--- src/design/tpa_pkg.sv ---
package tpa_pkg;

    localparam int ANGLE_WIDTH_DEF = 16;
    localparam int GAIN_WIDTH_DEF  = 16;
    localparam int SUM_WIDTH_DEF   = 32;

    localparam int AXES            = 3;
    localparam int OUT_WIDTH       = 11;
    localparam int LIMIT_WIDTH     = 10;
    localparam int OUT_SHIFT       = 14;
    localparam int CFG_INDEX_WIDTH = 3;

    localparam logic [CFG_INDEX_WIDTH-1:0] REG_KP        = 3'd0;
    localparam logic [CFG_INDEX_WIDTH-1:0] REG_KI        = 3'd1;
    localparam logic [CFG_INDEX_WIDTH-1:0] REG_KD        = 3'd2;
    localparam logic [CFG_INDEX_WIDTH-1:0] REG_WIND_HIGH = 3'd3;
    localparam logic [CFG_INDEX_WIDTH-1:0] REG_WIND_LOW  = 3'd4;
    localparam logic [CFG_INDEX_WIDTH-1:0] REG_SEP       = 3'd5;
    localparam logic [CFG_INDEX_WIDTH-1:0] REG_LIMIT     = 3'd6;

    localparam int WIND_HIGH_RST = 12800;
    localparam int WIND_LOW_RST  = -12800;
    localparam int SEP_RST       = 12800;
    localparam int LIMIT_RST     = 200;

    typedef logic signed [OUT_WIDTH-1:0] drive_t;

    typedef struct packed {
        logic accept;
        logic advance;
    } lane_ctrl_t;

endpackage

--- src/design/tpa_lane.sv ---
module tpa_lane #(
    parameter int ANGLE_WIDTH = tpa_pkg::ANGLE_WIDTH_DEF,
    parameter int GAIN_WIDTH  = tpa_pkg::GAIN_WIDTH_DEF,
    parameter int SUM_WIDTH   = tpa_pkg::SUM_WIDTH_DEF
) (
    input  logic                              clk,
    input  logic                              rst_n,
    input  tpa_pkg::lane_ctrl_t               ctrl,
    input  logic signed [ANGLE_WIDTH-1:0]     target,
    input  logic signed [ANGLE_WIDTH-1:0]     measured,
    input  logic [GAIN_WIDTH-1:0]             kp,
    input  logic [GAIN_WIDTH-1:0]             ki,
    input  logic [GAIN_WIDTH-1:0]             kd,
    input  logic signed [ANGLE_WIDTH-1:0]     windup_high,
    input  logic signed [ANGLE_WIDTH-1:0]     windup_low,
    input  logic [ANGLE_WIDTH-1:0]            sep_threshold,
    input  logic [tpa_pkg::LIMIT_WIDTH-1:0]   output_limit,
    output tpa_pkg::drive_t                   drive
);

    localparam int EW  = ANGLE_WIDTH + 1;
    localparam int DW  = ANGLE_WIDTH + 2;
    localparam int SW  = ((SUM_WIDTH > EW) ? SUM_WIDTH : EW) + 1;
    localparam int PW  = GAIN_WIDTH + 1 + EW;
    localparam int DPW = GAIN_WIDTH + 1 + DW;
    localparam int IPW = GAIN_WIDTH + 1 + SUM_WIDTH;
    localparam int TW  = ((DPW > IPW) ? DPW : IPW) + 2;

    localparam logic signed [SW-1:0] SUM_MAX = $signed(SW'({1'b0, {(SUM_WIDTH-1){1'b1}}}));
    localparam logic signed [SW-1:0] SUM_MIN = ~SUM_MAX;

    logic signed [EW-1:0]         err;
    logic [EW-1:0]                mag;
    logic                         gate;
    logic                         accumulate;
    logic signed [SW-1:0]         sum_wide;
    logic signed [SUM_WIDTH-1:0]  error_sum_next;
    logic signed [SUM_WIDTH-1:0]  error_sum_reg;
    logic signed [EW-1:0]         previous_error_reg;
    logic signed [DW-1:0]         diff;

    logic signed [DW-1:0]         diff_s1_reg;
    logic                         gate_s1_reg;

    logic signed [PW-1:0]         p_next;
    logic signed [PW-1:0]         p_reg;
    logic signed [DPW-1:0]        d_next;
    logic signed [DPW-1:0]        d_reg;
    logic signed [IPW-1:0]        i_next;
    logic signed [IPW-1:0]        i_reg;

    logic signed [TW-1:0]         total;
    logic signed [TW-1:0]         shifted;
    logic signed [TW-1:0]         lim;
    logic signed [TW-1:0]         neg_lim;

    // error, separation gate, anti-windup decision, saturating accumulate, error difference
    always_comb
    begin
        err  = EW'(target) - EW'(measured);
        mag  = err[EW-1] ? $unsigned(-err) : $unsigned(err);
        gate = (mag <= {1'b0, sep_threshold});
        if (!gate)
            accumulate = 1'b0;
        else if (measured > windup_high)
            accumulate = err[EW-1];
        else if (measured < windup_low)
            accumulate = !err[EW-1] && (err != '0);
        else
            accumulate = 1'b1;

        sum_wide = SW'(error_sum_reg) + SW'(err);
        if (!accumulate)
            error_sum_next = error_sum_reg;
        else if (sum_wide > SUM_MAX)
            error_sum_next = SUM_MAX[SUM_WIDTH-1:0];
        else if (sum_wide < SUM_MIN)
            error_sum_next = SUM_MIN[SUM_WIDTH-1:0];
        else
            error_sum_next = sum_wide[SUM_WIDTH-1:0];

        diff = DW'(err) - DW'(previous_error_reg);
    end

    always_ff @(posedge clk or negedge rst_n)
    begin
        if (!rst_n)
        begin
            error_sum_reg      <= '0;
            previous_error_reg <= '0;
        end
        else if (ctrl.accept)
        begin
            error_sum_reg      <= error_sum_next;
            previous_error_reg <= err;
        end
    end

    // state registers hold the values left by the item sitting in stage 1
    always_comb
    begin
        p_next = PW'($signed({1'b0, kp})) * PW'(previous_error_reg);
        d_next = DPW'($signed({1'b0, kd})) * DPW'(diff_s1_reg);
        if (gate_s1_reg)
            i_next = IPW'($signed({1'b0, ki})) * IPW'(error_sum_reg);
        else
            i_next = '0;
    end

    always_ff @(posedge clk)
    begin
        if (ctrl.accept)
        begin
            diff_s1_reg <= diff;
            gate_s1_reg <= gate;
        end
        if (ctrl.advance)
        begin
            p_reg <= p_next;
            d_reg <= d_next;
            i_reg <= i_next;
        end
    end

    always_comb
    begin
        total   = TW'(p_reg) + TW'(d_reg) + TW'(i_reg);
        shifted = total >>> tpa_pkg::OUT_SHIFT;
        lim     = TW'($signed({1'b0, output_limit}));
        neg_lim = -lim;
        if (shifted > lim)
            drive = lim[tpa_pkg::OUT_WIDTH-1:0];
        else if (shifted < neg_lim)
            drive = neg_lim[tpa_pkg::OUT_WIDTH-1:0];
        else
            drive = shifted[tpa_pkg::OUT_WIDTH-1:0];
    end

endmodule

--- config.mk ---
export PLATFORM = sky130hd
export DESIGN_NAME = tpa_lane
export DESIGN_NICKNAME = d
export VERILOG_FILES = /design/src/design/tpa_pkg.sv /design/src/design/tpa_lane.sv
export SDC_FILE = /design/constraint.sdc
export NUM_CORES = 2
export LEC_CHECK = 0
export CAP_MARGIN = 0
export CELL_PAD_IN_SITES_DETAIL_PLACEMENT = 1
export CELL_PAD_IN_SITES_GLOBAL_PLACEMENT = 1
export CORE_ASPECT_RATIO = 2
export CORE_UTILIZATION = 53
export DETAILED_ROUTE_END_ITERATION = 6
export DONT_BUFFER_PORTS = 1
export PLACE_DENSITY = 0.83
export SYNTH_ARGS = -nofsm -noshare
export SYNTH_HDL_FRONTEND = slang
export SYNTH_SLANG_ARGS = --single-unit
--- constraint.sdc ---
create_clock -name clk -period 9.35 [get_ports clk]
set_clock_uncertainty 0.05 [all_clocks]
set_input_delay 1.87 -clock clk [delete_from_list [all_inputs] [get_ports clk]]
set_output_delay 1.87 -clock clk [all_outputs]
set_load 0.05 [all_outputs]
Word level (Yosys, flattened, before mapping)
Cells that the tools add are included.
{"block": "totals", "regBits": 186, "input_bits": 142, "word_cells": 36}
{"block": "classes", "n_addsub": 7, "mul": 3, "order_cmp": 7, "n_mux": 8, "reduce_logical": 4}
{"operator": "$mux 32", "count": 2}
{"operator": "$lt 36x51->1", "count": 1}
{"operator": "$neg 10->51", "count": 1}
{"operator": "$add 36x49->50", "count": 1}
{"operator": "$mul 17x32->49", "count": 1}
{"operator": "$add 34x35->36", "count": 1}
{"operator": "$gt 36x11->1", "count": 1}
{"operator": "$mul 17x18->35", "count": 1}
{"operator": "$mul 17x17->34", "count": 1}
{"operator": "$add 32x17->33", "count": 1}
{"operator": "$gt 33x32->1 const B", "count": 1}
{"operator": "$lt 33x32->1 const B", "count": 1}
{"operator": "$mux 11", "count": 2}
{"operator": "$sub 17x17->18", "count": 1}
{"operator": "$le 17x16->1", "count": 1}
{"operator": "$mux 17", "count": 1}
{"operator": "$neg 17->17", "count": 1}
{"operator": "$reduce_bool 17->1", "count": 1}
{"operator": "$sub 16x16->17", "count": 1}
{"operator": "$gt 16x16->1", "count": 1}
{"operator": "$lt 16x16->1", "count": 1}
{"operator": "$mux 1", "count": 3}
{"operator": "$reduce_and 2->1", "count": 1}
{"operator": "$logic_and 1x1->1", "count": 1}
{"operator": "$logic_not 1->1", "count": 1}

Logic depth before layout (Yosys ltp)
{"block": "depth", "word_depth": 7, "ltp_mapped": 29, "ltp_nobuf": 27}

Worst setup path after synthesis
No wires, ideal clock.
{"block": "synth_path", "path_kind": "flip-flop to output port", "start": "reg p_reg[33]", "end": "out drive[7]", "t_arrival_ns": 7.178, "required_time_ns": 7.430, "path_slack_ns": 0.252, "path_stages_with_launch": 23, "n_path_buf": 0, "cell_sequence": "edfxtp_1 fa_1 ha_1 a21o_1 a21o_1 a21oi_1 o21a_1 o21ai_1 and3_1 a2111oi_0 xnor2_1 inv_1 ha_1 a21o_1 a21o_1 a21oi_1 o21ai_0 a31o_2 a211oi_1 a31oi_1 mux2_2 a21oi_1 a211oi_1"}
{"block": "synth_between", "elab_chain_len": 5, "word_cells_on_any_way": 6}
{"item": "start: declaration", "line": "tpa_lane.sv:46", "text": "logic signed [PW-1:0] p_reg;"}
{"item": "start signal: assignment", "line": "tpa_lane.sv:119", "text": "p_reg <= p_next;"}
{"item": "$add 34x35->36 (*)", "line": "tpa_lane.sv:127", "text": "total = TW'(p_reg) + TW'(d_reg) + TW'(i_reg);"}
{"item": "$add 36x49->50 (*)", "line": "tpa_lane.sv:127"}
{"item": "$lt 36x51->1", "line": "tpa_lane.sv:133", "text": "else if (shifted < neg_lim)"}
{"item": "$mux 11", "line": "tpa_lane.sv:133"}
{"item": "$mux 11 (*)", "line": "tpa_lane.sv:131", "text": "if (shifted > lim)"}
{"item": "end: declaration", "line": "tpa_lane.sv:18", "text": "output tpa_pkg::drive_t drive"}
Mark *: on every way between the ends. The rest lies on a longest branch, timed or not.

Worst setup path after layout
{"block": "layout_path", "start": "reg p_reg[3]", "end": "out drive[10]"}
The elaborated chain is that of the path after synthesis.

==> impl_results.md <==
* Status: finished, final reports clean
* Slew Limit Fails at 0
* Mapped Area at 0.05442 sq mm
* Routed Antenna Nets at 0
* Post-Syn Nets at 7858
* Final Hold Viols at 0
* Die X at 228.6 um
* Number of H-tree levels at 4
* Period Utilization, post-route at 0.9684
* Required time of the worst setup path at 7430 ps
* Number of global-route vias before repair at 50619
* Largest net degree at the start of global routing at 119
* RSZ-0062 raised after global routing: false
* CTS tree: done
* Hold Path Depth at 2
* Worst-Margin Slew at 1333 ps
* Routed vias at 42735
* Vert. Die Dim at 455.2 um
* First-pass GRT wire length at 275500 um
* Synthesis Warnings at 0
* PortBufs at 0
* Final Non-Filler Cells at 7325
* Area occupied by registers at 0.005340 sq mm
* Yosys cell types at 79
* Max_cap viols at 0
* Synth Register Bits at 186
* Synth top cells by count: inv_1 (1426), fa_1 (1042), nand2_1 (820), ha_1 (551), and2_1 (445)
* Slew margin rel. at 0.1044
* Clock-pin slew on the worst setup and hold paths at 80 ps
* Setup crit start kind: register
* WP data arrival at 7130 ps
* Post-DP HPWL at 145500 um
* Commonest register cell after synthesis: edfxtp_1
* Final Setup Violations at 0
* CTS Root Cell: clkbuf_16
* Initial Util at 0.5368
* Initial antenna violation count at 2
* CORE AREA at 0.1014 sq mm
* Most frequent cell after synthesis: inv_1
* Min Hold Slack at 748.8 ps
* Drt pass-1 iters at 5
* Final GP Congestion at 0.9313
* Post-Syn Instances at 6123
* Iteration-0 DRC Markers at 1929
* Die ar. at 0.1040 sq mm
* Synth area leaders: fa_1 (38%), ha_1 (13%), inv_1 (9.8%)
* Worst skew pair latency at 510 ps
* Fraction of layout cells with a size suffix above 1 at 0.02471
* Worst R2R Path Depth at 24
* Peak Freq at 110.4 MHz
* Crit Path Category: reg2out
* Multi-input logic area at 0.04296 sq mm
* CP Capture Type: primary output
* Fill cells at 11848
* Syn avg cell area at 8.887 sq um
* Synth top area share at 0.3833
* Asr flop ratio synth at 0.2634
* Max clock buf depth at 2
* DRC Markers at 0
* Post-synth EDFFs at 137
* Synthesis-to-finish area growth at 3.631%
* Cell taking the most area after synthesis: fa_1
* TritonCTS Buffers at 17
* Sequential area share after synthesis at 0.09814
* Clock Sinks at 186
* Ant. Diodes at 0
* Worst Hold Class: reg2reg
* Number of flip-flops in the largest register at 49
* Setup TNS at 0 ps
* Fin crit period at 9054 ps
* # nets final at 7711
* Total Routing Usage GR at 0.3493
* Hold-fix buffer count after cts at 0
* Row cnt at 165
* DP Cell Count at 7280
* Vias/cell at 5.834
* GRT overflow at 0
* Routed length per instance at 24.06 um
* # IOs at 153
* Crit Path Max Fanout at 7
* Routed wire length at 176300 um
==> cell families after synthesis <==
| logic type | synth area share |
|---|---|
| buf+inv | 0.1143 |
| fa+ha+maj | 0.5100 |
| mux | 0.002966 |
| simple gates | 0.1525 |
| xor+xnor | 0.03235 |
| compound gates | 0.08972 |
| flops | 0.09814 |
==> repair_timing <==
item                       CTS  global route
setup endpoints to repair   11            11
pin swaps                    1             1
cloned                       0             1
buffers inserted             1            11
gates resized for setup      1             8
==> worst max-delay path, cell delays in order, from the launching register on <==
cell	delay [ps]
edfxtp_1	330
inv_1	50
fa_1	530
inv_1	50
ha_1	320
a21oi_1	150
o21ai_0	150
a221o_1	420
a211oi_1	370
o21ai_0	210
xnor2_1	830
ha_1	350
nor2b_1	60
o21ai_0	150
nand2b_1	80
a21oi_1	140
o21ai_0	110
a2111oi_0	430
o211ai_1	200
a211oi_1	400
or3_1	250
a31oi_2	210
buf_4	190
or2_2	260
a21oi_1	150
buf_4	220
==> per-stage QoR <==
| step | utilization | area [sq um] | setup WS (ps) |
|---|---|---|---|
| CTS | 0.5551 | 56270 | 0.4960 |
| finish | 0.5563 | 56390 | 295.8 |
| global placement | 0.5487 | 55620 | 368.9 |
| floorplan | - | 54420 | 252.4 |
| detailed placement | 0.5487 | 55620 | 239.7 |
| global route | 0.5563 | 56390 | 12.34 |
==> worst paths after layout <==
check / startpoint / end / slack (ps)
min in group asynchronous: rst_n / previous_error_reg[7]$_DFFE_PN0P_ / 990
worst min-delay path: previous_error_reg[0]$_DFFE_PN0P_ / previous_error_reg[0]$_DFFE_PN0P_ / 750
worst min register to register: previous_error_reg[0]$_DFFE_PN0P_ / previous_error_reg[0]$_DFFE_PN0P_ / 750
max in group asynchronous: rst_n / error_sum_reg[19]$_DFFE_PN0P_ / 8120
worst max register to register: error_sum_reg[7]$_DFFE_PN0P_ / i_reg[47]$_SDFFCE_PN0P_ / 1010
worst max-delay path: p_reg[3]$_DFFE_PP_ / drive[10] / 300
==> layout make-up <==
cell class              instances  area share
inverters                    1426     0.09492
clock inverters                15    0.003750
multi-input cells            4288      0.7619
repair buffers                 57    0.007588
clock buffers                  17    0.007544
flip-flops and latches        186     0.09470
well taps                    1336     0.02964
==> metal layers <==
layer  wire length [um]  vias up  track usage
met5                 11        -            0
met4              19650        2       0.3327
met3               7400      879      0.05475
met2              95830     1374       0.6604
met1              53360    21989       0.3113
li1                   -    18491            -
==> cell usage in the layout, fill, tap and decap left out, types with 12 or more instances in the layout <==
cell / netlist / routed
xnor2_1: 143 / 142
nand3_1: 52 / 52
nor2_1: 135 / 135
buf_4: 1 / 57
nand2_1: 820 / 820
a31oi_1: 19 / 18
dfrtp_1: 49 / 49
and3_1: 16 / 16
nand4_1: 42 / 42
a21o_1: 117 / 117
a211oi_1: 30 / 22
edfxtp_1: 137 / 137
o21bai_1: 30 / 30
inv_1: 1426 / 1426
a21oi_1: 239 / 238
o21ai_2: 11 / 12
o21a_1: 32 / 32
nand2b_1: 47 / 47
fa_1: 1042 / 1042
o21ai_0: 145 / 142
or3_1: 18 / 18
o31ai_1: 29 / 29
nor2b_1: 42 / 42
xor2_1: 58 / 58
ha_1: 551 / 551
nor4_1: 13 / 13
clkbuf_16: 0 / 17
and2_1: 445 / 445
nor3_1: 41 / 41
o211ai_1: 12 / 12
Power is left out: the tool's default activity adds up to more than one toggle a clock period on the data nets, which glitch-free logic cannot reach.
