$ cat config.mk
export PLATFORM = sky130hd
export DESIGN_NAME = tpa_merge
export DESIGN_NICKNAME = d
export VERILOG_FILES = /design/src/design/tpa_pkg.sv /design/src/design/tpa_merge.sv
export SDC_FILE = /design/constraint.sdc
export NUM_CORES = 1
export LEC_CHECK = 0
export ABC_AREA = 1
export BUFFER_PORTS_ARGS = -buffer_cell sky130_fd_sc_hd__buf_2
export CAP_MARGIN = 0
export CORE_MARGIN = 2
export CORE_UTILIZATION = 35
export DETAILED_ROUTE_END_ITERATION = 12
export GPL_ROUTABILITY_DRIVEN = 0
export HOLD_SLACK_MARGIN = 0.1
export PLACE_DENSITY = 0.73
export SYNTH_ARGS = -nofsm -noshare
export SYNTH_HDL_FRONTEND = slang
export SYNTH_SLANG_ARGS = --single-unit
$ cat constraint.sdc
create_clock -name clk -period 0.8 [get_ports clk]
set_input_delay 0.12 -clock clk [delete_from_list [all_inputs] [get_ports clk]]
set_output_delay 0.12 -clock clk [all_outputs]
set_load 0.01 [all_outputs]
$ cat src/design/tpa_pkg.sv
package tpa_pkg;

    localparam int ANGLE_WIDTH_DEF = 16;
    localparam int GAIN_WIDTH_DEF  = 16;
    localparam int SUM_WIDTH_DEF   = 32;

    localparam int AXES            = 3;
    localparam int OUT_WIDTH       = 11;
    localparam int LIMIT_WIDTH     = 10;
    localparam int OUT_SHIFT       = 14;
    localparam int CFG_INDEX_WIDTH = 3;

    localparam logic [CFG_INDEX_WIDTH-1:0] REG_KP        = 3'd0;
    localparam logic [CFG_INDEX_WIDTH-1:0] REG_KI        = 3'd1;
    localparam logic [CFG_INDEX_WIDTH-1:0] REG_KD        = 3'd2;
    localparam logic [CFG_INDEX_WIDTH-1:0] REG_WIND_HIGH = 3'd3;
    localparam logic [CFG_INDEX_WIDTH-1:0] REG_WIND_LOW  = 3'd4;
    localparam logic [CFG_INDEX_WIDTH-1:0] REG_SEP       = 3'd5;
    localparam logic [CFG_INDEX_WIDTH-1:0] REG_LIMIT     = 3'd6;

    localparam int WIND_HIGH_RST = 12800;
    localparam int WIND_LOW_RST  = -12800;
    localparam int SEP_RST       = 12800;
    localparam int LIMIT_RST     = 200;

    typedef logic signed [OUT_WIDTH-1:0] drive_t;

    typedef struct packed {
        logic accept;
        logic advance;
    } lane_ctrl_t;

endpackage

$ cat src/design/tpa_merge.sv
module tpa_merge (
    input  logic              clk,
    input  logic              rst_n,
    input  logic              load,
    input  tpa_pkg::drive_t   lane_drive [tpa_pkg::AXES],
    input  logic              out_stall,
    output logic              out_valid,
    output logic              ready,
    output tpa_pkg::drive_t   drive_roll,
    output tpa_pkg::drive_t   drive_pitch,
    output tpa_pkg::drive_t   drive_yaw
);

    logic            out_valid_reg;
    logic            out_valid_next;
    tpa_pkg::drive_t drive_reg [tpa_pkg::AXES];

    assign ready          = !out_valid_reg || !out_stall;
    assign out_valid_next = load || (out_valid_reg && out_stall);

    always_ff @(posedge clk or negedge rst_n)
    begin
        if (!rst_n)
            out_valid_reg <= 1'b0;
        else
            out_valid_reg <= out_valid_next;
    end

    always_ff @(posedge clk)
    begin
        if (load)
            drive_reg <= lane_drive;
    end

    assign out_valid   = out_valid_reg;
    assign drive_roll  = drive_reg[0];
    assign drive_pitch = drive_reg[1];
    assign drive_yaw   = drive_reg[2];

endmodule

Yosys cells after proc, flatten, opt, wreduce, memory -nomap -nowiden

Cells that the tools add are included.

Input bits: 37
Register bits after elaboration: 34

Reduce and logical (&&, ||, !) cells: 5

Operators by type and width:

| operator            | number |
|---|---|
| $logic_not A1 Y1    | 2 |
| $logic_or A1 B1 Y1  | 2 |
| $logic_and A1 B1 Y1 | 1 |

Depth between registers and ports, before layout

Gate-level depths: netlist of run 1.

Word-level depth: 2
Depth in mapped cells: 2
Gate-level depth less buffers: 2

Worst setup path before layout of run 1

Ideal clock, no wire load.

Path kind: register -> register
Start point: reg out_valid_reg (netlist: out_valid)
End point: reg out_valid_reg (netlist: out_valid)
Path buffers: 0
Library setup time: 0.118 ns
Stages on the path, launching flop included: 3
Arrival time: 0.554 ns
Slack: 0.127 ns
Period minus slack after synthesis: 0.673 ns
Required time: 0.682 ns
Cell sequence: dfrtp_1 -> nand2_2 -> nand2_2

Word-level cells in the longest chain between the ends: 2

RTL lines:

| item                     | line            | text |
|---|---|---|
| from (decl)              | tpa_merge.sv:14 | `logic out_valid_reg;` |
| from (signal assigned)   | tpa_merge.sv:26 | `out_valid_reg <= out_valid_next;` |
| $logic_and A1 B1 Y1      | tpa_merge.sv:19 | `assign out_valid_next = load \|\| (out_valid_reg && out_stall);` |
| $logic_or A1 B1 Y1       | tpa_merge.sv:19 |  |
| named net out_valid_next | tpa_merge.sv:15 | `logic out_valid_next;` |

The timed path passes the listed nets, and every way through them passes these cells.
A chain may end at the register's enable or synchronous reset.

Worst setup path in the final report of run 1

Start point: reg out_valid_reg (netlist: out_valid)
End point: out ready

Word-level cells in the longest chain between the ends: 2

RTL lines:

| item               | line            | text |
|---|---|---|
| $logic_not A1 Y1   | tpa_merge.sv:18 | `assign ready = !out_valid_reg \|\| !out_stall;` |
| $logic_or A1 B1 Y1 | tpa_merge.sv:18 |  |
| to (decl)          | tpa_merge.sv:8  | `output logic ready,` |

Every way passes these cells.

==> results of run 1 <==
## final timing paths
kind | endpoint | slack [ps] | depth (start not counted)
worst min register to register | out_valid | 770 | 4
min in group asynchronous | out_valid | 630 | 3
worst min-delay path | drive_yaw[5] | 230 | 2
worst max register to register | out_valid | -40 | 4
max in group asynchronous | out_valid | 60 | 3
worst max-delay path | ready | -250 | 2
## cell usage after synthesis, drive strengths merged
master,count
inv,1
nand2,2
edfxtp,33
dfrtp,1
## layer usage
layer | wire, microns | global-route usage (%) | share of wire [%]
met4 | 78 | 10.6 | 2.9
met3 | 310 | 9.67 | 11
met1 | 961 | 17.9 | 35
met2 | 1360 | 30.0 | 50
met5 | 0 | 0 | 0
## cell type report
cell class                      count  share of cell area (%)
Sequential cell                    34                    53.5
Timing Repair Buffer              110                    40.4
Clock buffer                        7                    2.90
Tap cell                           31                    2.04
Multi-Input combinational cell      2                   0.659
Clock inverter                      1                   0.264
Inverter                            1                   0.198
## kinds of logic (layout without fill, tap and decap cells)
kind of cell  Yosys count  in the layout  share of synthesized area, %
flops                  34             34                          98.4
buf+inv                 1            119                         0.363
simple gates            2              2                          1.21
## critical path: cells and delay by family (launching register included)
kind                   cells  cell delay (ps)
buffers and inverters      1              100
DFF                        1              400
and+or+nand+nor            1              100
## through the flow
stage          hold WS, ps  cell area [sq um]
5_1_grt                195               1900
2_1_floorplan         -176               1030
4_1_cts                108               1890
3_5_place_dp          -104               1470
6_report               229               1900
3_3_place_gp          -105               1470
## power by group
group	internal [uW]	switching, uW
Combinational	296	218
Clock	426	531
Sequential	2100	35.1
## repair_timing
item	in CTS	in global routing
pin swaps	1	1
hold endpoints to repair	34	0
buffers inserted	1	1
endpoints found under the setup margin	35	35
gates resized for setup	1	0
hold buffers	35	0
## layout by cell type, fill, tap and decap left out, drive strengths merged
cell type,n
clkinv,1
inv,1
dfrtp,1
edfxtp,33
clkbuf,7
nand2,2
dlygate4sd3,35
buf,75
==> impl_metrics.csv, run 1 <==
group,metric,value,unit
route,drt-pass1-iter-count,2,
route,drt_iter0_drc,12,
cells_and_area,final_core_util,68.2,%
critical_path,crit_chain,"nand2_2, buf_6",
clocking,clk_root_buffer_cell,"clkbuf_4",
floorplanning,initial_utilization,37.1,%
route,vias,825,
critical_path,rr_startpoint,"out_valid",
clocking,cts.sinks,34,
yosys,yosysSeqAreaShare,98.4,%
critical_path,start_kind,"flop",
placement,port_buffers,71,
global_routing,grt_pass1_wl,4180,microns
floorplanning,die-area,3400,sq um
global_routing,grt_pass1_vias,926,
run_status,violations,"setup timing",
floorplanning,num_rows,19,
timing,period_needed,1050,ps
clocking,cts_buffers,5,
pwr,p_total,3610,uW
yosys,yosys.area.top_type,"edfxtp_1",
floorplanning,die_w,58.3,microns
yosys,syn-cell-area,1030,sq um
pwr,ir_worst_vdd,1.61,mV
timing,setup_ws,-253,ps
floorplanning,core_area,2780,sq um
timing,min_period_over_period,132,%
global_routing,antenna_found_initial,0,
cells_and_area,multi_input_area,12.5,sq um
yosys,synth_nets,74,
placement,place_ws,55.6,ps
route,drc,0,
cells_and_area,fillers,206,
critical_path,startpoint,"out_valid",
yosys,syn_avg_cell_area,27.9,sq um
clocking,htree_levels,2,
floorplanning,die_h,58.3,microns
run_status,status,"complete, but fails checks",
yosys,yosysUniqueCellTypes,4,
worst_hold_path,hold_class,"input pin to flop",
pwr,p_per_area,1900,nW/um^2
timing,slew_headroom,91.1,%
critical_path,cp_max_fo,2,
critical_path,critical_path_class,"flop to primary output",
route,routed_via_density,4.44,
clocking,path_clk_slew,100,ps
timing,finalSetupViolations,36,
critical_path,cp.arrival,930,ps
yosys,syn_inst,37,
global_routing,overflow,0,
global_routing,track_usage,18.1,%
route,wl_per_cell,14.6,microns
floorplanning,ios,72,
timing,rsz0062_at_grt,"yes",
critical_path,cp-end-kind,"primary output",
timing,worst_pin_slew,135,ps
yosys,ys_warn_count,0,
route,wl,2710,microns
clocking,cts.path.max_buffers,2,
global_routing,grt_max_degree,22,
critical_path,critPathRequiredTime,680,ps
pwr,p_leak,0.000835,uW
timing,fmax,950,MHz
clocking,cts_tree,"done",
timing,maxSlewViolCount,0,
cells_and_area,layoutNonFillerInstCount,186,
yosys,synthTopCellsByArea,"edfxtp_1 96%, dfrtp_1 2.4%, nand2_2 1.2%, inv_1 0.36%",
cells_and_area,seq_area,1020,sq um
timing,fin_skew,0,ps
critical_path,slowest_delay,400,ps
clocking,clk_latency,330,ps
cells_and_area,area_growth,83.9,%
timing,hold_viol_final,0,
placement,dp.cells,141,
route,antenna_left,0,
yosys,synth-seq-cells,34,
yosys,yosysTopAreaCellShare,96.0,%
timing,fin_setup_tns,-5880,ps
job,drv_cap,0,
cells_and_area,drive_gt1_share,54.2,%
cells_and_area,antenna_cells,0,
cells_and_area,final_nets,191,
worst_hold_path,hold_path.startpoint,"load",
critical_path,cp_slowest_cell,"dfrtp_1",
No activity file was read; power rests on OpenSTA's default activity.
==> run 2: changes to the inputs <==
CORE_ASPECT_RATIO = 0.6   (was default)
==> run 2 against run 1 <==
Net effect: the flow still finishes with violations (setup timing); worst setup slack better by 61 ps; critical path depth did not move; sequential power barely moved; global-route usage is 2.0 points lower; die area increased by 0.42%; combinational power up 0.8%; flip-flop and latch count is the same; worst hold slack got worse by 90 ps; cell count up 5.4%; highest routed layer unchanged.
==> impl_metrics.csv, run 2 (synthesized netlist as in run 1, its figures left out) <==
group,metric,value,unit
timing,setup_ws,-192,ps
route,drt_iter0_drc,47,
cells_and_area,final_core_util,68.3,%
clocking,cts_tree,"done",
critical_path,cp.arrival,870,ps
global_routing,grt_max_degree,20,
timing,hold_viol_final,0,
cells_and_area,final_nets,190,
pwr,p_total,3830,uW
critical_path,start_kind,"flop",
critical_path,rrSetupSlack,-40,ps
timing,slew_headroom,92.7,%
clocking,clk_latency,270,ps
clocking,cts.path.max_buffers,2,
pwr,clock_power_share,30.5,%
cells_and_area,final_common_cell,"buf_2",
clocking,cts.sinks,34,
placement,placed_area,1480,sq um
clocking,htree_levels,2,
timing,min_period_over_period,124,%
pwr,p_int,3010,uW
timing,maxSlewViolCount,0,
floorplanning,core_area,2830,sq um
critical_path,cp-end-kind,"primary output",
timing,fin_skew,0,ps
global_routing,overflow,0,
cells_and_area,fillers,183,
timing,period_needed,992,ps
cells_and_area,layoutNonFillerInstCount,196,
route,antenna_left,0,
floorplanning,die_w,74.1,microns
cells_and_area,seq_area,1020,sq um
placement,port_buffers,71,
floorplanning,num_rows,15,
clocking,cts_buffers,5,
clocking,clk_root_buffer_cell,"clkbuf_8",
floorplanning,initial_utilization,36.4,%
cells_and_area,most-common-layout-cells,"68 x buf_2, 34 x dlygate4sd3_1, 33 x edfxtp_1",
cells_and_area,drive_gt1_share,53.9,%
route,wl,2600,microns
timing,rsz0062_at_grt,"yes",
global_routing,grt_pass1_wl,3760,microns
global_routing,antenna_found_initial,0,
cells_and_area,antenna_cells,0,
global_routing,grt_pass1_vias,827,
cells_and_area,area_growth,87.5,%
run_status,status,"complete, but fails checks",
pwr,p_per_area,1980,nW/um^2
cells_and_area,stdcell_area,1940,sq um
pwr,p_leak,0.000843,uW
worst_hold_path,hold_class,"input pin to async pin",
timing,fmax,1010,MHz
job,drv_cap,0,
pwr,seq_power_share,56.0,%
critical_path,critPathRequiredTime,680,ps
route,drt-pass1-iter-count,2,
pwr,switching_share,21.4,%
timing,finalSetupViolations,36,
route,drc,0,
timing,worst_pin_slew,109,ps
route,routed_via_density,3.99,
route,vias,782,
placement,dp.cells,152,
floorplanning,ios,72,
critical_path,critical_path_class,"flop to primary output",
floorplanning,die-area,3410,sq um
cells_and_area,multi_input_area,12.5,sq um
pwr,comb_power_share,13.5,%
floorplanning,die_h,46.1,microns
critical_path,cp_max_fo,2,
pwr,p_switching,820,uW
timing,fin_setup_tns,-3660,ps
global_routing,track_usage,16.1,%
run_status,violations,"setup timing",
clocking,path_clk_slew,60,ps
route,wl_per_cell,13.3,microns
pwr,ir_worst_vdd,1.51,mV
==> run 2: cell types whose count changed in the layout (fill, tap and decap cells not counted), sizes merged <==
cell	delta
dlygate4sd3	-1
clkbuf	-1
clkinv	+1
==> run 2: cell type report <==
cell class | instances | share of cell area [%]
clock buffer | 6 | 3.75
clock inverter | 2 | 0.452
inverter | 1 | 0.194
multi-input combinational | 2 | 0.646
sequential | 34 | 52.5
tap | 42 | 2.71
timing repair buffer | 109 | 39.8
==> run 2: final timing paths <==
kind                            from        endpoint  cells past startpoint
max in group asynchronous      rst_n       out_valid                      2
min in group clk                load  drive_pitch[8]                      2
setup / recovery           out_valid           ready                      2
hold / removal                 rst_n       out_valid                      2
hold reg to reg            out_valid       out_valid                      4
setup reg to reg           out_valid       out_valid                      4
==> run 2: repair_timing <==
item,CTS,global route
gates cloned,0,0
hold buffers,34,0
pin swaps,1,1
gates resized for setup,1,2
buffers inserted,1,1
hold endpoints to repair,34,0
endpoints found under the setup margin,35,35
==> run 2: worst max-delay path: stages (launching register included) <==
cell,delay [ps]
dfrtp_1,400
nand2_2,100
buf_6,100
==> run 2: power groups by stage <==
| stage | Combinational (uW) | Sequential [uW] | Clock, uW |
|---|---|---|---|
| floorplan | 8.52 | 2260 | 0 |
| global placement | 354 | 2170 | 0 |
| detailed placement | 361 | 2180 | 0 |
| CTS | 498 | 2140 | 1190 |
| global route | 560 | 2150 | 1260 |
| finish | 518 | 2140 | 1170 |
==> run 2: metrics by stage <==
stage	setup slack (ps)	hold slack (ps)
finish	-192	139
global route	-230	138
CTS	-170	129
detailed placement	71.0	-103
global placement	75.1	-105
floorplan	127	-176
==> run 2: metal layers <==
metal / wire [microns] / up-vias / track usage (%)
met5: 0 / - / 0
met4: 21 / 0 / 6.55
met3: 296 / 2 / 8.53
met2: 1260 / 42 / 26.3
met1: 1020 / 363 / 18.2
li1: - / 375 / -
==> run 3: changes to the inputs <==
CORE_MARGIN = 10   (was 2)
PLACE_DENSITY = 0.7   (was 0.73)
==> run 3 against run 2 <==
Net effect: the run still ends with setup timing left; flip-flop and latch count did not move; die area rose by 64%; routed wire length grew 16%; global-route usage fell by 4.6 points; largest power group unchanged.
==> impl_metrics.csv, run 3 (synthesized netlist as in run 1, its figures left out) <==
group,metric,value,unit
timing,fin_skew,0,ps
route,route.met2.wl,1360,microns
timing,maxSlewViolCount,0,
global_routing,grt_max_degree,23,
timing,worst_pin_slew,123,ps
pwr,comb_power_share,13.4,%
timing,fmax,1040,MHz
clocking,clk_latency,280,ps
timing,holdWs,145,ps
pwr,clock_power_share,30.4,%
pwr,p_per_area,1990,nW/um^2
critical_path,cp-end-kind,"primary output",
cells_and_area,area_growth,85.6,%
floorplanning,ios,72,
route,wl_met3,390,microns
route,drc,0,
route,drt_iter0_drc,17,
worst_hold_path,hold_class,"input pin to async pin",
critical_path,critPathRequiredTime,680,ps
pwr,switching_share,21.4,%
route,drt-pass1-iter-count,2,
global_routing,grt_pass1_vias,935,
critical_path,slowest_delay,390,ps
timing,min_period_over_period,121,%
floorplanning,core_area,2850,sq um
critical_path,cp.arrival,850,ps
cells_and_area,drive_gt1_share,53.6,%
timing,setup_ws,-166,ps
critical_path,crit_chain,"nand2_2, buf_6",
floorplanning,die_w,90.1,microns
route,vias,784,
floorplanning,die-area,5590,sq um
clocking,cts.sinks,34,
clocking,htree_levels,2,
cells_and_area,most-common-layout-cells,"70 x buf_2, 34 x dlygate4sd3_1, 33 x edfxtp_1",
clocking,path_clk_slew,60,ps
run_status,violations,"setup timing",
global_routing,overflow,0,
floorplanning,num_rows,15,
timing,rsz0062_at_grt,"yes",
clocking,cts_buffers,5,
timing,period_needed,966,ps
global_routing,track_usage,11.5,%
floorplanning,die_h,62.1,microns
global_routing,antenna_found_initial,0,
route,routed_via_density,4.02,
clocking,clk_root_buffer_cell,"clkbuf_8",
run_status,status,"complete, but fails checks",
clocking,cts_tree,"done",
pwr,p_switching,815,uW
cells_and_area,fillers,221,
clocking,cts.path.max_buffers,2,
pwr,seq_power_share,56.2,%
critical_path,critical_path_class,"flop to primary output",
timing,slew_headroom,91.8,%
cells_and_area,final_common_cell,"buf_2",
route,top_layer,"met4",
floorplanning,initial_utilization,36.2,%
critical_path,start_kind,"flop",
timing,finalSetupViolations,35,
critical_path,cp_slowest_cell,"dfrtp_1",
timing,hold_viol_final,0,
cells_and_area,antenna_cells,0,
pwr,p_leak,0.000834,uW
critical_path,cp_max_fo,2,
global_routing,grt_pass1_wl,4750,microns
pwr,ir_worst_vdd,1.30,mV
route,wl,3010,microns
cells_and_area,final_nets,189,
job,drv_cap,0,
route,antenna_left,0,
cells_and_area,final_core_util,67.1,%
placement,port_buffers,71,
pwr,p_int,2990,uW
route,wl_met1,1220,microns
route,wl_per_cell,15.4,microns
## run 3: cell types whose count changed in the layout (fill, tap and decap cells not counted)
cell   previous run  this run
buf_2            68        70
buf_6             3         1
buf_4             2         1
## run 3: layout make-up
| cell class | instances | area, sq um | share of cell area [%] |
|---|---|---|---|
| flip-flops and latches | 34 | 1020 | 53.0 |
| repair buffers | 108 | 749 | 39.1 |
| clock buffers | 6 | 72.6 | 3.79 |
| well taps | 42 | 52.6 | 2.74 |
| multi-input cells | 2 | 12.5 | 0.653 |
| clock inverters | 2 | 8.76 | 0.457 |
| inverters | 1 | 3.75 | 0.196 |
## run 3: path summary, 6_finish.rpt
check	start	end	slack [ps]	cells past startpoint
max	out_valid	ready	-170	2
min reg2reg	out_valid	out_valid	630	3
max reg2reg	out_valid	out_valid	90	3
min in group clk	out_stall	out_valid	190	4
min	rst_n	out_valid	150	2
max in group asynchronous	rst_n	out_valid	570	2
## run 3: worst max-delay path: cells and delay by family, from the launching register on
| kind | cells | cell delay [ps] |
|---|---|---|
| flops | 1 | 390 |
| buf+inv | 1 | 100 |
| simple gates | 1 | 80 |
## run 3: power by group through the flow
stage	logic, uW	registers [uW]	clock network (uW)
global placement	369	2170	0
global route	558	2150	1320
CTS	514	2140	1220
finish	510	2140	1160
floorplan	8.52	2260	0
detailed placement	377	2180	0
## run 3: layer usage
metal | vias to the layer above | track usage [%]
li1 | 372 | -
met4 | 0 | 6.08
met3 | 6 | 7.43
met5 | - | 0
met1 | 352 | 12.3
met2 | 54 | 17.7
## run 3: what timing repair did
item,CTS,global route
hold endpoints to repair,34,0
hold buffers,34,0
resized for setup,1,0
buffers inserted,1,0
pin swaps,1,0
endpoints found under the setup margin,35,35
## run 3: metrics by stage
| step | worst slack (ps) | instance area, sq um | TNS, ps | total power (uW) | cells |
|---|---|---|---|---|---|
| detailed placement | 42.0 | 1480 | 0 | 2560 | 152 |
| finish | -166 | 1920 | -3710 | 3810 | 195 |
| global route | -206 | 1920 | -5250 | 4030 | 195 |
| floorplan | 127 | 1030 | 0 | 2270 | 37 |
| global placement | 66.2 | 1480 | 0 | 2540 | 152 |
| CTS | -179 | 1920 | -4370 | 3880 | 195 |
