<file path="src/design/tpa_pkg.sv">
package tpa_pkg;

    localparam int ANGLE_WIDTH_DEF = 16;
    localparam int GAIN_WIDTH_DEF  = 16;
    localparam int SUM_WIDTH_DEF   = 32;

    localparam int AXES            = 3;
    localparam int OUT_WIDTH       = 11;
    localparam int LIMIT_WIDTH     = 10;
    localparam int OUT_SHIFT       = 14;
    localparam int CFG_INDEX_WIDTH = 3;

    localparam logic [CFG_INDEX_WIDTH-1:0] REG_KP        = 3'd0;
    localparam logic [CFG_INDEX_WIDTH-1:0] REG_KI        = 3'd1;
    localparam logic [CFG_INDEX_WIDTH-1:0] REG_KD        = 3'd2;
    localparam logic [CFG_INDEX_WIDTH-1:0] REG_WIND_HIGH = 3'd3;
    localparam logic [CFG_INDEX_WIDTH-1:0] REG_WIND_LOW  = 3'd4;
    localparam logic [CFG_INDEX_WIDTH-1:0] REG_SEP       = 3'd5;
    localparam logic [CFG_INDEX_WIDTH-1:0] REG_LIMIT     = 3'd6;

    localparam int WIND_HIGH_RST = 12800;
    localparam int WIND_LOW_RST  = -12800;
    localparam int SEP_RST       = 12800;
    localparam int LIMIT_RST     = 200;

    typedef logic signed [OUT_WIDTH-1:0] drive_t;

    typedef struct packed {
        logic accept;
        logic advance;
    } lane_ctrl_t;

endpackage

</file>
<file path="src/design/tpa_cfg.sv">
module tpa_cfg #(
    parameter int ANGLE_WIDTH = tpa_pkg::ANGLE_WIDTH_DEF,
    parameter int GAIN_WIDTH  = tpa_pkg::GAIN_WIDTH_DEF
) (
    input  logic                                     clk,
    input  logic                                     rst_n,
    input  logic                                     cfg_write,
    input  logic [tpa_pkg::CFG_INDEX_WIDTH-1:0]      cfg_index,
    input  logic [3*GAIN_WIDTH-1:0]                  cfg_data,
    output logic [3*GAIN_WIDTH-1:0]                  kp,
    output logic [3*GAIN_WIDTH-1:0]                  ki,
    output logic [3*GAIN_WIDTH-1:0]                  kd,
    output logic signed [ANGLE_WIDTH-1:0]            windup_high,
    output logic signed [ANGLE_WIDTH-1:0]            windup_low,
    output logic [ANGLE_WIDTH-1:0]                   sep_threshold,
    output logic [tpa_pkg::LIMIT_WIDTH-1:0]          output_limit
);

    localparam int ANGLE_MAX = (1 << (ANGLE_WIDTH - 1)) - 1;
    localparam int ANGLE_MIN = -ANGLE_MAX - 1;
    localparam int UMAX      = (1 << ANGLE_WIDTH) - 1;
    localparam int WH_INIT   = (tpa_pkg::WIND_HIGH_RST > ANGLE_MAX) ?
                               ANGLE_MAX : tpa_pkg::WIND_HIGH_RST;
    localparam int WL_INIT   = (tpa_pkg::WIND_LOW_RST < ANGLE_MIN) ?
                               ANGLE_MIN : tpa_pkg::WIND_LOW_RST;
    localparam int SEP_INIT  = (tpa_pkg::SEP_RST > UMAX) ? UMAX : tpa_pkg::SEP_RST;

    logic [3*GAIN_WIDTH-1:0]              kp_reg;
    logic [3*GAIN_WIDTH-1:0]              ki_reg;
    logic [3*GAIN_WIDTH-1:0]              kd_reg;
    logic signed [ANGLE_WIDTH-1:0]        windup_high_reg;
    logic signed [ANGLE_WIDTH-1:0]        windup_low_reg;
    logic [ANGLE_WIDTH-1:0]               sep_reg;
    logic [tpa_pkg::LIMIT_WIDTH-1:0]      limit_reg;

    always_ff @(posedge clk or negedge rst_n)
    begin
        if (!rst_n)
        begin
            kp_reg          <= '0;
            ki_reg          <= '0;
            kd_reg          <= '0;
            windup_high_reg <= ANGLE_WIDTH'(WH_INIT);
            windup_low_reg  <= ANGLE_WIDTH'(WL_INIT);
            sep_reg         <= ANGLE_WIDTH'(SEP_INIT);
            limit_reg       <= tpa_pkg::LIMIT_WIDTH'(tpa_pkg::LIMIT_RST);
        end
        else if (cfg_write)
        begin
            case (cfg_index)
                tpa_pkg::REG_KP:        kp_reg          <= cfg_data;
                tpa_pkg::REG_KI:        ki_reg          <= cfg_data;
                tpa_pkg::REG_KD:        kd_reg          <= cfg_data;
                tpa_pkg::REG_WIND_HIGH: windup_high_reg <= cfg_data[ANGLE_WIDTH-1:0];
                tpa_pkg::REG_WIND_LOW:  windup_low_reg  <= cfg_data[ANGLE_WIDTH-1:0];
                tpa_pkg::REG_SEP:       sep_reg         <= cfg_data[ANGLE_WIDTH-1:0];
                tpa_pkg::REG_LIMIT:     limit_reg       <= cfg_data[tpa_pkg::LIMIT_WIDTH-1:0];
                default:                ;
            endcase
        end
    end

    assign kp            = kp_reg;
    assign ki            = ki_reg;
    assign kd            = kd_reg;
    assign windup_high   = windup_high_reg;
    assign windup_low    = windup_low_reg;
    assign sep_threshold = sep_reg;
    assign output_limit  = limit_reg;

endmodule

</file>
<file path="config.mk">
export PLATFORM = sky130hd
export DESIGN_NAME = tpa_cfg
export DESIGN_NICKNAME = d
export VERILOG_FILES = /design/src/design/tpa_pkg.sv /design/src/design/tpa_cfg.sv
export SDC_FILE = /design/constraint.sdc
export NUM_CORES = 1
export LEC_CHECK = 0
export ABC_AREA = 0
export BUFFER_PORTS_ARGS = -buffer_cell sky130_fd_sc_hd__buf_2
export CAP_MARGIN = 0
export CORE_MARGIN = 5
export CORE_UTILIZATION = 50
export CTS_CLUSTER_DIAMETER = 30
export DETAILED_ROUTE_END_ITERATION = 7
export PLACE_DENSITY = 0.79
export SLEW_MARGIN = 0
export SYNTH_ARGS = -nofsm -noshare
export SYNTH_HDL_FRONTEND = slang
export SYNTH_SLANG_ARGS = --single-unit
</file>
<file path="constraint.sdc">
create_clock -name clk -period 0.88 [get_ports clk]
set_clock_uncertainty 0.05 [all_clocks]
set_input_delay 0 -clock clk [delete_from_list [all_inputs] [get_ports clk]]
set_output_delay 0 -clock clk [all_outputs]
set_load 0.005 [all_outputs]
</file>
Yosys cells after proc, flatten, opt, wreduce, memory -nomap -nowiden
Cells that the tools add are included.
{ "word_totals": {"ff_bits": 202, "inputBits": 54, "out_inout_bits": 202, "elab_cells": 21} }
{ "op_classes": {"n_eq_ne": 6, "reduce_logical": 8} }
{ "ops": {"columns": ["operator", "n"], "rows": [
  ["$reduce_and 2->1", 7],
  ["$eq 3x3->1 const B", 3],
  ["$eq 3x2->1 const B", 2],
  ["$eq 3x1->1 const B", 1],
  ["$logic_not 3->1", 1]
]} }

Depth between registers and ports, before layout
Gate-level depths: netlist of run 1.
{ "logic_depth": {"ltp_word": 2, "mapped_depth": 4, "ltp_nobuf": 2} }

Least setup slack after synthesis of run 1
Ideal clock, no wire load.
{ "synth_path": {"kind": "in2reg", "start": "input port cfg_index[0] (netlist name)", "end": "register kp_reg[23], in the netlist kp[23]", "arrival_time_ns": 0.951, "path_slack_ns": -0.246, "path_stages": 4, "path_cell_list": "nor4b_4 buf_4 buf_6 mux2_2"} }
{ "synth_between": {"elab_chain_len": 2} }
{ "synth_lines": {"columns": ["element", "line_no", "source"], "rows": [
  ["start: declaration", "tpa_cfg.sv:8", "input logic [tpa_pkg::CFG_INDEX_WIDTH-1:0] cfg_index,"],
  ["$logic_not 3->1", "tpa_cfg.sv:50", "case (cfg_index)"],
  ["$reduce_and 2->1 (no source line)", null, null],
  ["end signal: assignment", "tpa_cfg.sv:51", "tpa_pkg::REG_KP: kp_reg <= cfg_data;"],
  ["end: declaration", "tpa_cfg.sv:28", "logic [3*GAIN_WIDTH-1:0] kp_reg;"]
]} }
No other way between the ends.
A chain may end at the register's enable or synchronous reset.

Worst setup path in the final report of run 1
{ "layout_path": {"start": "register windup_low_reg[9], in the netlist windup_low[9]", "end": "output port windup_low[9]"} }
{ "layout_rtl": {"columns": ["element", "line_no", "source"], "rows": [
  ["start: declaration", "tpa_cfg.sv:32", "logic signed [ANGLE_WIDTH-1:0] windup_low_reg;"],
  ["start signal: assignment", "tpa_cfg.sv:44", "windup_low_reg <= ANGLE_WIDTH'(WL_INIT);"],
  ["start signal: assignment", "tpa_cfg.sv:55", "tpa_pkg::REG_WIND_LOW: windup_low_reg <= cfg_data[ANGLE_WIDTH-1:0];"],
  ["end: declaration", "tpa_cfg.sv:14", "output logic signed [ANGLE_WIDTH-1:0] windup_low,"]
]} }
No word-level cell between the ends.

==> flow_summary.json, run 1 <==
{
  "clock_path_buffers": 3,
  "synth_top_family_by_area": "multiplexers",
  "post-route-drc-count": 0,
  "antennaDiodeCount": 0,
  "finalCritPeriodShare": 1.35,
  "nets": 946,
  "final-max-slew-violation-count": 0,
  "p_sw_frac": 0.259,
  "netSwitchingPower_w": 0.00916,
  "period_needed_ns": 1.19,
  "numCtsBuffers": 36,
  "setup_viol": 308,
  "r2r-start": "kd[12]",
  "synth.largest_area_cell": "dfrtp_1",
  "vdd.ir_drop.worst_uv": 2350,
  "synthAdderAreaFrac": 0,
  "path_buf_inv": 1,
  "final_area_mm2": 0.0128,
  "antenna_found_initial": 0,
  "path_max_fanout": 2,
  "grt_pass1_vias": 6529,
  "ant_nets": 0,
  "numPortBuffers": 255,
  "end_kind": "output pin",
  "outcome": "complete, but fails checks",
  "whs_ns": -0.0404,
  "syn_avg_cell_area_um2": 18.1,
  "vias": 5710,
  "hpwlAfterDp_mm": 14.4,
  "cp.required_ns": 0.83,
  "hold_class": "primary input to asynchronous set/reset pin",
  "p_comb_frac": 0.245,
  "fmax_mhz": 841,
  "setup_slack_ns": -0.309,
  "root_buffer": "clkbuf_16",
  "syn2layout_area_growth_pct": 63.5,
  "ys_ff_latch": 202,
  "htree_levels": 2,
  "sequentialPowerShare": 0.364,
  "max_cap_viol_count": 0,
  "power_density_mw_per_mm2": 2780,
  "ys_top_cells_by_area": "dfrtp_1 (60%), mux2_2 (20%), mux2_4 (9.6%), dfstp_2 (4.7%), mux2_1 (1.6%)",
  "crit_start": "windup_low[9]",
  "dpl_cell_area_mm2": 0.00980,
  "critPathKind": "flop to output pin",
  "power.leakage_nw": 6.31,
  "clockPowerShare": 0.391,
  "grt_max_degree": 41,
  "gp_congestion": 0.772,
  "pin_count": 256,
  "cp-start-kind": "flop",
  "cts_tree": "yes",
  "cts_num_sinks": 202,
  "critical-path-top-delay-family": "flip-flops",
  "drt-pass1-iter-count": 4,
  "start_util": 0.511,
  "syn_area_mm2": 0.00780,
  "grt_use_total": 0.260,
  "die_area_mm2": 0.0182,
  "worstMarginPinSlew_ns": 0.347,
  "synth-compound-area-share": 0,
  "yosys.area_share.xor_xnor": 0,
  "drtIter0Drc": 258,
  "yosysWarnings": 0,
  "grt_pass1_wl_mm": 36.7,
  "grt_overflow": 0,
  "slew_headroom": 0.769,
  "ys_types": 13,
  "violations": "hold timing, setup timing",
  "rsz0062_at_grt": "true",
  "synth_top_area_frac": 0.603,
  "worstPathCellList": "buf_6",
  "clock_latency_ns": 0.49,
  "drive_gt1_frac": 0.732,
  "core.rowCount": 45,
  "core_mm2": 0.0153,
  "hold_viol": 18,
  "seq_area_frac_synth": 0.650,
  "crit_path_max_incr_delay_ns": 0.54,
  "route.detailed.wl_per_inst_um": 22.7,
  "fin_util": 0.836,
  "synthCells": 431,
  "die_w_um": 135,
  "wl_mm": 25.6,
  "synthMuxAreaShare": 0.316,
  "synth-simple-area-share": 0.0128,
  "die_height_um": 135,
  "p_int_w": 0.0263,
  "arrival_ns": 1.14,
  "clk_pin_slew_worst_paths_ns": 0.05,
  "synth_fp_nets": 485,
  "holdBufCountCts": 49,
  "cpMaxStageDelayCell": "dfstp_2",
  "post_drt_via_cell_ratio": 5.06
}
area by class of cell:
type | instances | area, µm²
timing repair buffer | 443 | 3380
multi-input combinational | 209 | 2820
tap | 211 | 264
clock inverter | 17 | 188
fill | 692 | 2500
clock buffer | 46 | 1030
sequential | 202 | 5070
cells in the mapped netlist:
master    number
dfrtp_1      188
mux2_2       141
mux2_4        50
dfstp_2       14
mux2_1        11
buf_6         10
buf_2          9
and4bb_1       2
nand4b_2       2
and4bb_2       1
buf_4          1
nand4b_1       1
nor4b_4        1
worst paths after layout:
path | endpoint | slack, ns | depth (start not counted)
max | windup_low[9] | -0.31 | 1
min | windup_high[5] | -0.04 | 2
max reg2reg | kd[12] | -0.10 | 2
min reg2reg | kp[17] | 0.45 | 1
max in group asynchronous | windup_low[9] | 0.24 | 3
min in group clk | windup_high[1] | 0.08 | 4
kinds of logic (layout without fill, tap and decap cells):
kind of cell  after synthesis  after routing
flops                     202            202
mux                       202            202
buf+inv                    20            506
simple gates                7              7
placed cells by master (no fill, tap or decap), types with 6 or more instances in the layout:
cell,synthesis,final
mux2_4,50,111
mux2_1,11,6
dlygate4sd3_1,0,49
clkbuf_16,0,38
clkbuf_8,0,8
buf_12,0,16
buf_2,9,241
dfrtp_1,188,188
buf_6,10,84
mux2_2,141,85
dfstp_2,14,14
buf_4,1,51
power by group through the flow:
stage | clock network, W | registers, W | logic, W
5_1_grt | 0.0145 | 0.0131 | 0.00921
2_1_floorplan | 0 | 0.0128 | 0.00247
3_5_place_dp | 0 | 0.0127 | 0.00591
6_report | 0.0138 | 0.0129 | 0.00869
4_1_cts | 0.0139 | 0.0126 | 0.00760
3_3_place_gp | 0 | 0.0126 | 0.00573
layer usage:
| metal | vias to the layer above | GRT usage | share of wire |
|---|---|---|---|
| met5 | - | 0 | 0 |
| met4 | 0 | 0.105 | 0.036 |
| met3 | 62 | 0.0656 | 0.057 |
| met2 | 226 | 0.467 | 0.53 |
| met1 | 2960 | 0.297 | 0.37 |
| li1 | 2462 | - | - |
timing repair:
item                                    CTS  global route
pin swaps                                 0             0
endpoints found under the setup margin  202           297
hold endpoints to repair                404            18
gates cloned                              0             1
gates resized for setup                  11            95
buffers inserted                         87            28
metrics by stage:
step	setup WS, ns	total power, W	std cells	setup TNS [ns]
6_report	-0.309	0.0354	1128	-44.45
5_1_grt	-0.341	0.0368	1128	-52.25
2_1_floorplan	-0.220	0.0152	431	-25.51
4_1_cts	-0.319	0.0340	1108	-42.62
3_5_place_dp	-0.459	0.0186	909	-74.10
3_3_place_gp	-0.412	0.0183	909	-68.09
No activity file was read; power rests on OpenSTA's default activity.
==> inputs of run 2 (changes only) <==
Settings changed: ABC_AREA 0 to 1, CORE_UTILIZATION 50 to 51, CTS_CLUSTER_DIAMETER 30 to 150, PLACE_DENSITY 0.79 to 0.8.
==> flow_summary.json, run 2 <==
{
  "post_drt_via_cell_ratio": 5.29,
  "clock_latency_ns": 0.47,
  "hold_class": "primary input to asynchronous set/reset pin",
  "setup_viol": 228,
  "cpMaxStageDelayCell": "dfstp_2",
  "grt_overflow": 0,
  "max_cap_viol_count": 0,
  "num-fill-cells": 923,
  "drtIter0Drc": 626,
  "clk_pin_slew_worst_paths_ns": 0.06,
  "rsz0062_at_grt": "true",
  "synth-simple-area-share": 0.323,
  "fin_cells": 1560,
  "final_area_mm2": 0.0121,
  "worstMarginPinSlew_ns": 0.304,
  "yosysWarnings": 0,
  "setup_slack_ns": -0.311,
  "ant_nets": 0,
  "p_comb_frac": 0.253,
  "final-max-slew-violation-count": 0,
  "cp-start-kind": "flop",
  "synth.largest_area_cell": "dfrtp_1",
  "synthArstFlopShare": 1.00,
  "drt-pass1-iter-count": 7,
  "synthTopCellsByCount": "nand2_1 (457), dfrtp_1 (188), nand3_1 (160), buf_2 (38), dfstp_2 (14)",
  "violations": "hold timing, setup timing",
  "grt_pass1_vias": 7861,
  "p_int_w": 0.0200,
  "grt_pass1_wl_mm": 42.0,
  "core_mm2": 0.0153,
  "critical-path-top-delay-family": "flip-flops",
  "cp.required_ns": 0.83,
  "critPathKind": "flop to output pin",
  "nets": 1389,
  "synth-compound-area-share": 0,
  "power.leakage_nw": 6.92,
  "outcome": "complete, but fails checks",
  "netSwitchingPower_w": 0.00800,
  "finalCritPeriodShare": 1.35,
  "sequentialPowerShare": 0.437,
  "period_needed_ns": 1.19,
  "whs_ns": -0.0702,
  "post-route-drc-count": 0,
  "die_height_um": 135,
  "fin_util": 0.794,
  "dpl_cell_area_mm2": 0.00988,
  "die_w_um": 135,
  "grt_use_total": 0.289,
  "numPortBuffers": 255,
  "synth_top_family_by_area": "simple AND/OR/NAND/NOR gates",
  "wl_mm": 28.9,
  "syn2layout_area_growth_pct": 52.6,
  "grt_max_degree": 49,
  "start_util": 0.520,
  "syn_avg_cell_area_um2": 8.95,
  "cts_num_sinks": 202,
  "fmax_mhz": 840,
  "path_max_fanout": 2,
  "clockPowerShare": 0.311,
  "vias": 8258,
  "synth_flop_cell": "dfrtp_1",
  "synth_most_common_cell": "nand2_1",
  "root_buffer": "clkbuf_16",
  "layout_common_cells": "nand2_1 (443), buf_2 (236), dfrtp_1 (188)",
  "numCtsBuffers": 21,
  "clock_path_buffers": 3,
  "synth_top_area_frac": 0.592,
  "end_kind": "output pin",
  "ys_top_cells_by_area": "dfrtp_1 (59%), nand2_1 (22%), nand3_1 (10%), dfstp_2 (4.6%), buf_2 (2.4%)",
  "die_area_mm2": 0.0182,
  "htree_levels": 1,
  "yosys.area_share.xor_xnor": 0,
  "path_buf_inv": 1,
  "mostFrequentLayoutCell": "nand2_1",
  "vdd.ir_drop.worst_uv": 1480,
  "seq_area_frac_synth": 0.639,
  "hold_viol": 9,
  "hpwlAfterDp_mm": 16.4,
  "synth-edff-count": 0,
  "synthAdderAreaFrac": 0,
  "synthMuxAreaShare": 0,
  "power_density_mw_per_mm2": 2310,
  "worstPathCellList": "buf_6",
  "pin_count": 256,
  "ys_ff_latch": 202,
  "p_sw_frac": 0.285,
  "route.detailed.wl_per_inst_um": 18.5,
  "slew_headroom": 0.797,
  "synthCells": 887,
  "ys_types": 14,
  "gp_congestion": 0.860,
  "antenna_found_initial": 0,
  "crit_path_max_incr_delay_ns": 0.55,
  "setup-tns-final_ns": -36.64,
  "dp_cells": 1351,
  "cts_tree": "yes",
  "synth_fp_nets": 941,
  "antennaDiodeCount": 0,
  "arrival_ns": 1.14,
  "drive_gt1_frac": 0.366,
  "core.rowCount": 45,
  "syn_area_mm2": 0.00794
}
run 2: cell count changes in the layout (fill, tap and decap cells not counted), moves of 5 or more:
cell | before | now
nand2_1 | 0 | 443
buf_2 | 241 | 236
buf_6 | 84 | 21
clkbuf_8 | 8 | 3
mux2_2 | 85 | 0
mux2_4 | 111 | 0
nand3_1 | 0 | 160
mux2_1 | 6 | 0
buf_4 | 51 | 148
nand2_2 | 0 | 14
clkinvlp_4 | 5 | 0
clkbuf_1 | 2 | 8
clkbuf_16 | 38 | 21
run 2: timing repair:
item / 4_1_cts / 5_1_grt
resized for setup: 9 / 26
gates cloned: 0 / 0
buffers inserted: 66 / 56
pin swaps: 0 / 4
setup endpoints to repair: 202 / 215
hold buffers: 53 / 1
hold endpoints to repair: 404 / 14
run 2: power by group through the flow:
stage / clock (W) / sequential [W] / combinational, W
6_report: 0.00871 / 0.0122 / 0.00708
5_1_grt: 0.00915 / 0.0124 / 0.00771
4_1_cts: 0.00875 / 0.0121 / 0.00600
3_5_place_dp: 0 / 0.0122 / 0.00489
3_3_place_gp: 0 / 0.0122 / 0.00470
2_1_floorplan: 0 / 0.0123 / 0.00165
run 2: final timing paths:
path,startpoint,endpoint,slack [ns],depth (start not counted)
setup / recovery,windup_low[14],windup_low[14],-0.31,1
hold / removal,rst_n,ki[28],-0.07,2
setup reg to reg,ki[23],ki[23],-0.09,4
hold reg to reg,kp[25],kp[25],0.41,2
max in group asynchronous,rst_n,kp[27],0.32,3
min in group clk,cfg_index[0],kd[1],0.02,5
run 2: cells by family (layout without fill, tap and decap cells):
| family | Yosys count | after routing |
|---|---|---|
| buf+inv | 60 | 522 |
| flops | 202 | 202 |
| simple gates | 625 | 625 |
run 2: metal layers:
layer	up-vias	part of all wire	track usage
met5	-	0	0
met4	0	0.036	0.0916
met3	98	0.12	0.0801
met2	547	0.49	0.479
met1	3921	0.36	0.372
li1	3692	-	-
run 2: final cells by class:
class | instances | area (µm²) | area share
clock inverters | 6 | 80.1 | 0.00661
clock buffers | 31 | 583 | 0.0481
inverters | 6 | 22.5 | 0.00186
repair buffers | 479 | 3470 | 0.286
well taps | 211 | 264 | 0.0218
flip-flops and latches | 202 | 5070 | 0.419
multi-input cells | 625 | 2620 | 0.217
run 2: through the flow:
step / power [W] / setup slack [ns]
2_1_floorplan: 0.0140 / 0.00314
3_3_place_gp: 0.0169 / -0.142
3_5_place_dp: 0.0171 / -0.187
4_1_cts: 0.0268 / -0.318
5_1_grt: 0.0292 / -0.341
6_report: 0.0280 / -0.311
==> inputs of run 3 (changes only) <==
Settings changed: ABC_AREA 1 to default, CORE_UTILIZATION 51 to 50, PLACE_DENSITY 0.8 to 0.79.
==> flow_summary.json, run 3 (synthesis results as in run 1) <==
{
  "power.leakage_nw": 6.03,
  "worstPathCellList": "buf_6",
  "p_comb_frac": 0.281,
  "netSwitchingPower_w": 0.00781,
  "start_util": 0.511,
  "hold_class": "primary input to asynchronous set/reset pin",
  "grt_max_degree": 41,
  "outcome": "complete, but fails checks",
  "hpwlAfterDp_mm": 14.4,
  "cts_num_sinks": 202,
  "violations": "hold timing, setup timing",
  "pin_count": 256,
  "path_buf_inv": 1,
  "final-max-slew-violation-count": 0,
  "die_height_um": 135,
  "clock_path_buffers": 3,
  "ant_nets": 0,
  "grt_pass1_wl_mm": 35.0,
  "vdd.ir_drop.worst_uv": 2080,
  "antenna_found_initial": 0,
  "setup_slack_ns": -0.320,
  "rsz0062_at_grt": "true",
  "cp.required_ns": 0.83,
  "max_cap_viol_count": 0,
  "gp_congestion": 0.772,
  "whs_ns": -0.0454,
  "core.rowCount": 45,
  "layout_common_cells": "buf_2 (239), dfrtp_1 (188), mux2_4 (112)",
  "die_w_um": 135,
  "mostFrequentLayoutCell": "buf_2",
  "period_needed_ns": 1.20,
  "num-fill-cells": 796,
  "critical-path-top-delay-family": "flip-flops",
  "arrival_ns": 1.15,
  "wl_mm": 24.0,
  "hold_viol": 18,
  "power_density_mw_per_mm2": 2480,
  "grt_pass1_vias": 6293,
  "path_max_fanout": 2,
  "nets": 927,
  "r2r_slack_ns": -0.12,
  "worstMarginPinSlew_ns": 0.359,
  "r2r-end": "windup_low[11]",
  "root_buffer": "clkbuf_16",
  "r2r-start": "windup_low[11]",
  "grt_use_total": 0.245,
  "drtIter0Drc": 254,
  "sequentialPowerShare": 0.424,
  "place_ws_ns": -0.459,
  "clockPowerShare": 0.295,
  "vias": 5560,
  "syn2layout_area_growth_pct": 56.1,
  "finalCritPeriodShare": 1.36,
  "end_kind": "output pin",
  "r2r.worst_path.cells": 3,
  "core_mm2": 0.0153,
  "htree_levels": 1,
  "cp.depth": 1,
  "post-route-drc-count": 0,
  "route.detailed.wl_per_inst_um": 21.8,
  "post_drt_via_cell_ratio": 5.06,
  "critPathKind": "flop to output pin",
  "clock_latency_ns": 0.49,
  "numCtsBuffers": 22,
  "antennaDiodeCount": 0,
  "holdBufCountCts": 49,
  "drive_gt1_frac": 0.717,
  "p_int_w": 0.0224,
  "clk_pin_slew_worst_paths_ns": 0.06,
  "cpMaxStageDelayCell": "dfstp_2",
  "crit_path_max_incr_delay_ns": 0.56,
  "cts_tree": "yes",
  "setup_viol": 301,
  "fmax_mhz": 833,
  "slew_headroom": 0.761,
  "fin_util": 0.798,
  "grt_overflow": 0,
  "drt-pass1-iter-count": 4,
  "cp-start-kind": "flop",
  "p_sw_frac": 0.259,
  "die_area_mm2": 0.0182,
  "numPortBuffers": 255
}
[run 3: layer usage]
layer | track usage | up-vias | part of all wire | wire, µm
li1 | - | 2419 | - | -
met1 | 0.287 | 2859 | 0.39 | 9320
met2 | 0.447 | 218 | 0.52 | 12400
met3 | 0.0499 | 64 | 0.052 | 1240
met4 | 0.0888 | 0 | 0.041 | 988
met5 | 0 | - | 0 | 0
[run 3: layout make-up]
cell class | instances | area, µm² | share of cell area
Timing Repair Buffer | 438 | 3320 | 0.272
Clock inverter | 3 | 51.3 | 0.00421
Sequential cell | 202 | 5070 | 0.416
Multi-Input combinational cell | 209 | 2820 | 0.232
Tap cell | 211 | 264 | 0.0217
Clock buffer | 36 | 653 | 0.0536
[run 3: power by group through the flow]
stage / sequential (W) / combinational, W / clock [W]
5_1_grt: 0.0130 / 0.00902 / 0.00949
3_5_place_dp: 0.0127 / 0.00591 / 0
2_1_floorplan: 0.0128 / 0.00247 / 0
6_report: 0.0128 / 0.00849 / 0.00889
3_3_place_gp: 0.0126 / 0.00573 / 0
4_1_cts: 0.0125 / 0.00748 / 0.00902
[run 3: per-stage QoR]
step,instance area (µm²),total power (W),setup TNS [ns],instances
after floorplan,8020,0.0152,-25.51,431
after global routing,12200,0.0315,-53.28,1099
after detailed placement,9800,0.0186,-74.10,909
after global placement,9800,0.0183,-68.09,909
after CTS,11700,0.0290,-43.85,1078
final,12200,0.0302,-44.07,1099
[run 3: repair_timing]
item	in CTS	in global routing
setup endpoints to repair	202	287
resized for setup	11	87
setup buffers	81	37
cloned	0	1
endpoints found under the hold margin	404	18
[run 3: worst max-delay path by stage]
stage                              start        endpoint  slack [ns]
final                     windup_low[11]  windup_low[11]       -0.32
after detailed placement    cfg_index[1]           kp[8]       -0.46
after floorplan             cfg_index[2]          kp[23]       -0.22
after global routing      windup_low[11]  windup_low[11]       -0.36
after global placement      cfg_index[1]          kp[45]       -0.41
after CTS                 windup_low[11]  windup_low[11]       -0.33
